`config.mk`:
```
export PLATFORM = sky130hd
export DESIGN_NAME = lru_key_value_cache
export DESIGN_NICKNAME = d
export VERILOG_FILES = /design/src/lkvc_pkg.sv /design/src/lkvc_ctrl.sv /design/src/lkvc_datapath.sv /design/src/lru_key_value_cache.sv
export SDC_FILE = /design/constraint.sdc
export NUM_CORES = 2
export LEC_CHECK = 0
export BUFFER_PORTS_ARGS = -buffer_cell sky130_fd_sc_hd__clkbuf_2
export CORE_MARGIN = 8
export CORE_UTILIZATION = 29
export CTS_CLUSTER_SIZE = 20
export DETAILED_ROUTE_END_ITERATION = 12
export SYNTH_ARGS = -nofsm -noshare
export SYNTH_HDL_FRONTEND = slang
export SYNTH_SLANG_ARGS = --single-unit
```
`constraint.sdc`:
```
create_clock -name clk -period 6.25 [get_ports clk]
set_input_delay 0.625 -clock clk [delete_from_list [all_inputs] [get_ports clk]]
set_output_delay 0.625 -clock clk [all_outputs]
set_load 0.005 [all_outputs]
```
`src/lkvc_pkg.sv`:
```
package lkvc_pkg;

  // store geometry
  localparam int ENTRIES = 16;
  localparam int IDX_W   = $clog2(ENTRIES);
  localparam int AGE_W   = IDX_W;
  localparam int CNT_W   = $clog2(ENTRIES + 1);
  localparam int KEY_W   = 32;
  localparam int VAL_W   = 32;

  // capacity register reset value
  localparam logic [CNT_W-1:0] CAP_RESET = CNT_W'(ENTRIES);

  // operation codes carried on the input tuser
  typedef enum logic {
    OP_GET = 1'b0,
    OP_PUT = 1'b1
  } op_t;

  // controller to datapath commands
  typedef struct packed {
    logic load_item;
    logic do_compare;
    logic do_update;
  } cmd_t;

  // datapath to controller status
  typedef struct packed {
    logic item_get;
    logic out_free;
  } stat_t;

endpackage

```
`src/lkvc_ctrl.sv`:
```
module lkvc_ctrl (
  input  logic            clk,
  input  logic            rst,
  input  logic            s_tvalid,
  output logic            s_tready,
  input  lkvc_pkg::stat_t stat,
  output lkvc_pkg::cmd_t  cmd
);

  typedef enum logic [2:0] {
    ST_IDLE = 3'b001,
    ST_CMP  = 3'b010,
    ST_UPD  = 3'b100
  } state_t;

  state_t state;
  state_t state_next;
  logic   upd_go;

  // an update for a get waits until the output register can take the result
  assign upd_go = !stat.item_get || stat.out_free;

  assign s_tready = (state == ST_IDLE);

  // next state and commands
  always_comb begin
    state_next     = state;
    cmd.load_item  = 1'b0;
    cmd.do_compare = 1'b0;
    cmd.do_update  = 1'b0;
    case (state)
      ST_IDLE: begin
        if (s_tvalid) begin
          cmd.load_item = 1'b1;
          state_next    = ST_CMP;
        end
      end
      ST_CMP: begin
        cmd.do_compare = 1'b1;
        state_next     = ST_UPD;
      end
      ST_UPD: begin
        if (upd_go) begin
          cmd.do_update = 1'b1;
          state_next    = ST_IDLE;
        end
      end
      default: begin
        state_next = ST_IDLE;
      end
    endcase
  end

  // state register
  always_ff @(posedge clk) begin
    if (rst) begin
      state <= ST_IDLE;
    end else begin
      state <= state_next;
    end
  end

endmodule

```
`src/lkvc_datapath.sv`:
```
module lkvc_datapath (
  input  logic                               clk,
  input  logic                               rst,
  input  lkvc_pkg::cmd_t                     cmd,
  output lkvc_pkg::stat_t                    stat,
  input  logic                               cfg_we,
  input  logic [lkvc_pkg::CNT_W-1:0]         cfg_data,
  input  logic                               in_op,
  input  logic [lkvc_pkg::KEY_W-1:0]         in_key,
  input  logic [lkvc_pkg::VAL_W-1:0]         in_val,
  output logic                               m_tvalid,
  input  logic                               m_tready,
  output logic                               out_found,
  output logic [lkvc_pkg::VAL_W-1:0]         out_value
);

  // entry storage
  logic                         entry_valid [lkvc_pkg::ENTRIES];
  logic [lkvc_pkg::KEY_W-1:0]   entry_key   [lkvc_pkg::ENTRIES];
  logic [lkvc_pkg::VAL_W-1:0]   entry_value [lkvc_pkg::ENTRIES];
  logic [lkvc_pkg::AGE_W-1:0]   entry_age   [lkvc_pkg::ENTRIES];
  logic [lkvc_pkg::CNT_W-1:0]   occupancy;
  logic [lkvc_pkg::CNT_W-1:0]   cap_limit;

  // latched item
  lkvc_pkg::op_t                item_op;
  logic [lkvc_pkg::KEY_W-1:0]   item_key;
  logic [lkvc_pkg::VAL_W-1:0]   item_val;

  // registered lookup results
  logic                         hit;
  logic [lkvc_pkg::IDX_W-1:0]   hit_idx;
  logic [lkvc_pkg::IDX_W-1:0]   victim_idx;
  logic                         is_full;

  // lookup logic
  logic                         match_any;
  logic [lkvc_pkg::IDX_W-1:0]   match_idx;
  logic [lkvc_pkg::IDX_W-1:0]   free_idx;
  logic [lkvc_pkg::IDX_W-1:0]   lru_idx;
  logic [lkvc_pkg::AGE_W-1:0]   lru_age;
  logic                         full_now;
  logic [lkvc_pkg::AGE_W-1:0]   hit_age;
  logic [lkvc_pkg::CNT_W-1:0]   cap_clamped;

  assign stat.item_get = (item_op == lkvc_pkg::OP_GET);
  assign stat.out_free = !m_tvalid || m_tready;

  // capacity clamp: zero acts as one, above the store size acts as full size
  always_comb begin
    if (cfg_data == '0) begin
      cap_clamped = lkvc_pkg::CNT_W'(1);
    end else if (cfg_data > lkvc_pkg::CNT_W'(lkvc_pkg::ENTRIES)) begin
      cap_clamped = lkvc_pkg::CNT_W'(lkvc_pkg::ENTRIES);
    end else begin
      cap_clamped = cfg_data;
    end
  end

  // parallel key compare, first free slot and least recent slot
  assign lru_age  = lkvc_pkg::AGE_W'(occupancy - lkvc_pkg::CNT_W'(1));
  assign full_now = (occupancy >= cap_limit);

  always_comb begin
    match_any = 1'b0;
    match_idx = '0;
    free_idx  = '0;
    lru_idx   = '0;
    for (int i = lkvc_pkg::ENTRIES - 1; i >= 0; i--) begin
      if (entry_valid[i] && entry_key[i] == item_key) begin
        match_any = 1'b1;
        match_idx = lkvc_pkg::IDX_W'(i);
      end
      if (!entry_valid[i]) begin
        free_idx = lkvc_pkg::IDX_W'(i);
      end
      if (entry_valid[i] && entry_age[i] == lru_age) begin
        lru_idx = lkvc_pkg::IDX_W'(i);
      end
    end
  end

  assign hit_age = entry_age[hit_idx];

  // item and lookup result registers
  always_ff @(posedge clk) begin
    if (cmd.load_item) begin
      item_op  <= lkvc_pkg::op_t'(in_op);
      item_key <= in_key;
      item_val <= in_val;
    end
    if (cmd.do_compare) begin
      hit        <= match_any;
      hit_idx    <= match_idx;
      victim_idx <= full_now ? lru_idx : free_idx;
      is_full    <= full_now;
    end
  end

  // key and value storage, written on insert or put hit
  always_ff @(posedge clk) begin
    if (cmd.do_update && item_op == lkvc_pkg::OP_PUT) begin
      if (hit) begin
        entry_value[hit_idx] <= item_val;
      end else begin
        entry_key[victim_idx]   <= item_key;
        entry_value[victim_idx] <= item_val;
      end
    end
  end

  // valid bits, ages, occupancy and capacity
  always_ff @(posedge clk) begin
    if (rst) begin
      for (int i = 0; i < lkvc_pkg::ENTRIES; i++) begin
        entry_valid[i] <= 1'b0;
        entry_age[i]   <= '0;
      end
      occupancy <= '0;
      cap_limit <= lkvc_pkg::CAP_RESET;
    end else if (cfg_we) begin
      // a capacity write flushes the store
      for (int i = 0; i < lkvc_pkg::ENTRIES; i++) begin
        entry_valid[i] <= 1'b0;
      end
      occupancy <= '0;
      cap_limit <= cap_clamped;
    end else if (cmd.do_update) begin
      if (hit) begin
        // touch: younger entries age by one
        for (int i = 0; i < lkvc_pkg::ENTRIES; i++) begin
          if (entry_valid[i] && lkvc_pkg::IDX_W'(i) != hit_idx && entry_age[i] < hit_age) begin
            entry_age[i] <= entry_age[i] + lkvc_pkg::AGE_W'(1);
          end
        end
        entry_age[hit_idx] <= '0;
      end else if (item_op == lkvc_pkg::OP_PUT) begin
        // insert: all others age, new entry is most recent
        for (int i = 0; i < lkvc_pkg::ENTRIES; i++) begin
          if (entry_valid[i] && lkvc_pkg::IDX_W'(i) != victim_idx) begin
            entry_age[i] <= entry_age[i] + lkvc_pkg::AGE_W'(1);
          end
        end
        entry_valid[victim_idx] <= 1'b1;
        entry_age[victim_idx]   <= '0;
        if (!is_full) begin
          occupancy <= occupancy + lkvc_pkg::CNT_W'(1);
        end
      end
    end
  end

  // output register payload
  always_ff @(posedge clk) begin
    if (cmd.do_update && item_op == lkvc_pkg::OP_GET) begin
      out_found <= hit;
      out_value <= hit ? entry_value[hit_idx] : '1;
    end
  end

  // output valid
  always_ff @(posedge clk) begin
    if (rst) begin
      m_tvalid <= 1'b0;
    end else if (cmd.do_update && item_op == lkvc_pkg::OP_GET) begin
      m_tvalid <= 1'b1;
    end else if (m_tready) begin
      m_tvalid <= 1'b0;
    end
  end

endmodule

```
`src/lru_key_value_cache.sv`:
```
// Fully associative key/value cache with least-recently-used replacement over
// 16 entries, of which the capacity register (reset 16; 0 acts as 1, values
// above 16 act as 16) sets how many are used before eviction begins. An input
// item is a get (tuser 0) or a put (tuser 1) with a 32-bit key and value in
// tdata. A get returns one item: tuser is 1 on a hit with the stored value in
// tdata, 0 on a miss with tdata all ones; a put returns nothing. Each item
// is taken only while the controller is idle, so a new item waits until the
// last has finished: the accepting state latches it, a compare state does the
// parallel key compare and victim selection over all entries, and an update
// state updates ages and storage; a get's update also waits until the output
// register is free, and its result is registered there by that update.
// Writing the capacity register empties the cache.
module lru_key_value_cache (
  input  logic                        clk,
  input  logic                        rst,
  input  logic                        cfg_we,
  input  logic [lkvc_pkg::CNT_W-1:0]  cfg_data,
  input  logic                        s_tvalid,
  output logic                        s_tready,
  input  logic [63:0]                 s_tdata,   // lookup_key, store_value
  input  logic                        s_tuser,   // opcode
  output logic                        m_tvalid,
  input  logic                        m_tready,
  output logic [31:0]                 m_tdata,   // read_value
  output logic                        m_tuser    // found
);

  lkvc_pkg::cmd_t  cmd;
  lkvc_pkg::stat_t stat;

  // sequencer
  lkvc_ctrl u_ctrl (
    .clk      (clk),
    .rst      (rst),
    .s_tvalid (s_tvalid),
    .s_tready (s_tready),
    .stat     (stat),
    .cmd      (cmd)
  );

  // entry store and lookup
  lkvc_datapath u_datapath (
    .clk       (clk),
    .rst       (rst),
    .cmd       (cmd),
    .stat      (stat),
    .cfg_we    (cfg_we),
    .cfg_data  (cfg_data),
    .in_op     (s_tuser),
    .in_key    (s_tdata[31:0]),
    .in_val    (s_tdata[63:32]),
    .m_tvalid  (m_tvalid),
    .m_tready  (m_tready),
    .out_found (m_tuser),
    .out_value (m_tdata)
  );

endmodule
```
# Word level (Yosys, flattened, before mapping)
# Memories as Yosys holds them, arrays and structs flattened. A register that Yosys moved wholly into a read port is not among the register bits.
# Index checks and enable logic that the tools add are counted.
# word_totals
ff_bits,90
mem_bits_rw,1104
output_inout_bits,35
elab_cells,620
memories,4
# memory_table
memory,words,width,rd,rd_clocked_by_memory_dff,wr,line_no,source
u_datapath.entry_key,16,32,16,0,1,lkvc_datapath.sv:19,logic [lkvc_pkg::KEY_W-1:0] entry_key [lkvc_pkg::ENTRIES];
u_datapath.entry_value,16,32,1,1,1,lkvc_datapath.sv:20,logic [lkvc_pkg::VAL_W-1:0] entry_value [lkvc_pkg::ENTRIES];
u_datapath.entry_age,16,4,17,0,17,lkvc_datapath.sv:21,logic [lkvc_pkg::AGE_W-1:0] entry_age [lkvc_pkg::ENTRIES];
u_datapath.entry_valid,16,1,16,0,16,lkvc_datapath.sv:18,logic entry_valid [lkvc_pkg::ENTRIES];
# classes
add_sub_neg,18
order_cmp,18
n_eq_ne,67
mux,347
n_bitwise,51
reduce_logical,100
# op_table
cell,n
$eq 32x32->1,16
$mux 4,77
$mux 1,258
$logic_and 1x1->1,82
$add 4x1->4 const B,16
$eq 4x4->1,16
$lt 4x4->1,16
$ne 4x4->1 const A,16
$or 1x1->1,48
$mux 32,1
$ne 3x4->1 const A,8
$reduce_or 32->1,1
$mux 3,6
$ne 2x4->1 const A,4
$reduce_or 15->1,1
$mux 5,2
$pmux 3 s3,1
$ne 1x4->1 const A,2
$reduce_bool 4->1,2
$reduce_or 4->1,2
$reduce_or 8->1,1
$add 5x1->5 const B,1
$ge 5x5->1,1
$gt 5x5->1 const B,1
other kinds (16),22

# Depth between registers and ports, before layout
# depth
ltp_word,20
depth_mapped,16
ltp_nobuf,12

# Modules after synthesis
# A second synthesis with hierarchy kept.
# unflattened
cells_unflattened,3114
hier_area_um2,51643.3
# modules_own_cells
mod,n_inst,cells_each,area_per_inst_um2,seq_area_each_um2
lkvc_datapath,1,3096,51454.3,35814.3
lkvc_ctrl,1,18,188.9,60.1

# Worst setup path after synthesis
# Ideal clock, no wire load.
# synth_timing
path_type,register to register
startpoint,reg u_datapath.hit_idx[0] (netlist bit)
endpoint,mem u_datapath.entry_age[15][1] (netlist bit)
t_arrival_ps,4461
t_required_ps,6180
setup_slack_ps,1719
stages_incl_launch_ff,15
path_buffers,4
period_less_slack_ps,4531
path_cell_list,edfxtp_1 > buf_6 > clkbuf_1 > buf_2 > buf_1 > mux4_2 > mux4_2 > inv_1 > ha_1 > a211oi_1 > o21ai_0 > a311oi_1 > a211oi_2 > or3b_2 > a21oi_1
# synth_lines
item,line_no,source
from (decl),lkvc_datapath.sv:32,logic [lkvc_pkg::IDX_W-1:0] hit_idx;
from (signal assigned),lkvc_datapath.sv:94,hit_idx <= match_idx;
to (decl),lkvc_datapath.sv:21,

==> out/metrics.csv <==
metric,value,unit
Crit. End Element,flip-flop,
required time reported for the critical path endpoint,6920,ps
filler cell count,16840,
final period utilization,73.55,%
Post-Syn Area,51770,sq um
initial DRC count,2602,
DR vias,27890,
Avg Vias per Cell,4.805,
logic gate share of total power,4.6,%
time the worst path needs with I/O delays and setup,4597,ps
Hold/Removal Path Class,primary input to flip-flop,
Global Route Usage Sum,13.29,%
Max-cap violations,0,
number of top-level design ports,110,
max frequency,217.6,MHz
fin nets,3491,
Synth Flop Type,edfxtp_1,
number of cells traversed by the worst register-to-register path,11,
area fraction of the dominant cell type after synthesis,65.66,%
mean instance size in the synthesized netlist,16.61,sq um
number of nets in the synthesized netlist,3262,
CTS root buffer,clkbuf_16,
Chip Height,438.5,um
main area contributors after synthesis,"edfxtp_1, mux4_2, xnor2_1",
register area share after synthesis,69.30,%
starting utilization of the core area,29.11,%
number of stages on the worst hold path,1,
Die Width,438.5,um
setup slack of the most critical reg-to-reg path,1650,ps
WHS Endpoint,u_datapath.item_key[10],
"Reg clk slew, reported paths",60,ps
power share of the sequential group,52.3,%
Total Negative Setup Slacks,0,ps
final setup violation count,0,
Total Power Consumption,17630,uW
commonest cells in the netlist,"edfxtp_1, xnor2_1, mux4_2, xor2_1, nand4_1",
post-CTS repair timing setup buffer count,0,
placement row count,155,
clock insertion delay at the later pin of the skew report,780,ps
"EDFF count, synth",1132,
area growth from synthesis to layout,16.48,%
post-synthesis async set-or-reset flop share,0,%
startpoint of the worst hold path,s_tdata[10],
share of layout cells above drive strength 1,18.25,%
gate count after technology mapping,3116,
"Max FO, Critical Path",20,
slew at the pin closest to its max-slew limit,1166,ps
port bufs,109,
switching power of the nets,3978,uW
area of the core,177800,sq um
cell internal power dissipation,13660,uW
maximum level of the CTS H-tree,4,
leftover overflow at the end of global routing,0,
total CTS buffers,133,
flip-flop and latch count after synthesis,1226,
wire length of the first global-routing pass,192.6,mm
power per unit of standard cell area,292.4,nW/um^2
worst slew margin relative to its limit,21.89,%
estimated wirelength of the detail-placed design,79.64,mm
Reg-to-Reg Start,u_datapath.hit_idx[0],
total number of yosys warnings,0,
cell type contributing the most total cell area after synthesis,edfxtp_1,
final clock skew,83.35,ps
kind of start point of the critical path,flip-flop,
part of the power in the clock network,43.1,%
unrepaired setup endpoints after global routing,false,
router iterations before antenna repair,6,
total detailed-routing wirelength,131.9,mm
number of global-route vias before repair,28050,
TritonCTS clock tree,yes,
total die area,192300,sq um
largest net degree at the start of global routing,136,
run status,finished clean,
number of antenna-violating nets in the routed design,0,
DRC Markers,0,
max-slew violations,0,
leakage dissipation,0.01895,uW
capture instance of the worst register-to-register path,u_datapath.entry_age[0][3],
switching share of power,22.56,%
number of antenna violations at the first check in global routing,1,
Crit Path Category,flip-flop to flip-flop,
number of distinct library cells after synthesis,71,
maximum VDD drop,320.2,uV
routability congestion estimate from global placement,0.8813,
CTS Buffer Depth,3,
most instantiated library cell after synthesis,edfxtp_1,
Fin. Hold Viols,0,
data arrival time of the worst path,5270,ps
Avg WL per Cell,22.72,um
core utilization of the finished layout,33.91,%
clock tree sinks,1226,
sequential cells by signal, indices dropped and copies added, names as in the netlist:
name,cells
u_datapath.entry_key,512
u_datapath.cap_limit,5
u_datapath.hit_idx,4
u_datapath.victim_idx,4
u_datapath.is_full,1
u_datapath.item_key,32
u_datapath.entry_value,512
u_datapath.hit,1
u_datapath.entry_valid,16
u_datapath.item_op,1
u_datapath.item_val,32
u_datapath.out_value,32
u_datapath.entry_age,64
u_datapath.occupancy,5
u_datapath.m_tvalid,1
u_ctrl.state,3
u_datapath.out_found,1
power by group through the flow:
stage          logic [uW]  clock network [uW]  registers (uW)
5_1_grt               884                8090            9240
3_3_place_gp          805                   0            9390
6_report              815                7590            9220
3_5_place_dp          817                   0            9400
2_1_floorplan         513                   0            9340
4_1_cts               833                7780            9220
layer usage:
layer  global-route usage (%)  vias to the layer above  routed length [um]
met3                    2.108                      190                6429
met5                        0                        -                   0
li1                         -                    12450                   -
met4                    3.902                        0                3545
met2                    22.78                      759               65110
met1                    17.39                    14480               56770
through the flow:
step / cell area, sq um / std cells / worst slack (ps) / hold slack, ps
global route: 60300 / 5802 / 1331 / 9.074
floorplan: 51770 / 3116 / 1719 / 424.4
detailed placement: 55790 / 5542 / 1615 / 488.1
finish: 60300 / 5803 / 1653 / 51.88
global placement: 55790 / 5542 / 1657 / 479.6
CTS: 60300 / 5802 / 1605 / 0.3367
worst max-delay path, cell delays in order, from the launching register on:
cell and delay (ps):
edfxtp_1 1120, mux4_2 640, mux4_2 470, inv_1 570, ha_1 380, a21oi_1 160, nor2b_1 60, a2111oi_0 330
and3_1 260, a31oi_1 70, or3_1 380, nand3_1 80
layout make-up:
class                           count  area, sq um  area share (%)
Clock buffer                      175         3516           5.830
Timing Repair Buffer              240         1662           2.755
Multi-Input combinational cell   1716        15430           25.59
Antenna cell                        1        2.502        0.004150
Clock inverter                     62        763.2           1.266
Sequential cell                  1226        35870           59.49
Tap cell                         2355         2947           4.886
Inverter                           28        105.1          0.1743
cells by family after synthesis:
group / Yosys count / share of synthesized area [%]
compound gates: 234 / 3.103
xor+xnor: 595 / 10.11
mux: 192 / 8.063
fa+ha+maj: 71 / 1.716
simple gates: 624 / 6.415
flops: 1226 / 69.30
buf+inv: 174 / 1.298
how the worst max path moves through the flow:
stage                               start                           to  slack [ps]  cells past startpoint
floorplan           u_datapath.hit_idx[0]  u_datapath.entry_age[15][1]        1720                     14
global placement    u_datapath.hit_idx[0]  u_datapath.entry_age[11][2]        1660                     10
detailed placement  u_datapath.hit_idx[0]   u_datapath.entry_age[8][3]        1610                     10
CTS                 u_datapath.hit_idx[0]   u_datapath.entry_age[8][3]        1610                     10
global route        u_datapath.hit_idx[0]  u_datapath.entry_age[11][3]        1330                     10
finish              u_datapath.hit_idx[0]   u_datapath.entry_age[0][3]        1650                     11
placed cells by master, fill, tap and decap left out, drive strengths merged, types with 16 or more instances in the layout:
cell / instances
nor3: 55
clkinv: 54
inv: 30
nor3b: 16
buf: 108
mux4: 180
o21ai: 28
a31oi: 26
nand2b: 61
nand2: 95
xor2: 151
nor2b: 19
nand3: 44
nand4: 122
o21a: 18
clkbuf: 284
nor4: 45
nor2: 118
xnor2: 443
dlygate4sd3: 23
ha: 71
edfxtp: 1132
dfxtp: 94
a21oi: 63
repair_timing:
action / in CTS / in global routing
endpoints found under the hold margin: 23 / 0
hold buffers: 23 / 0
gates resized for setup: 0 / 0
endpoints found under the setup margin: 0 / 0
Power figures use the tool's default switching activity.
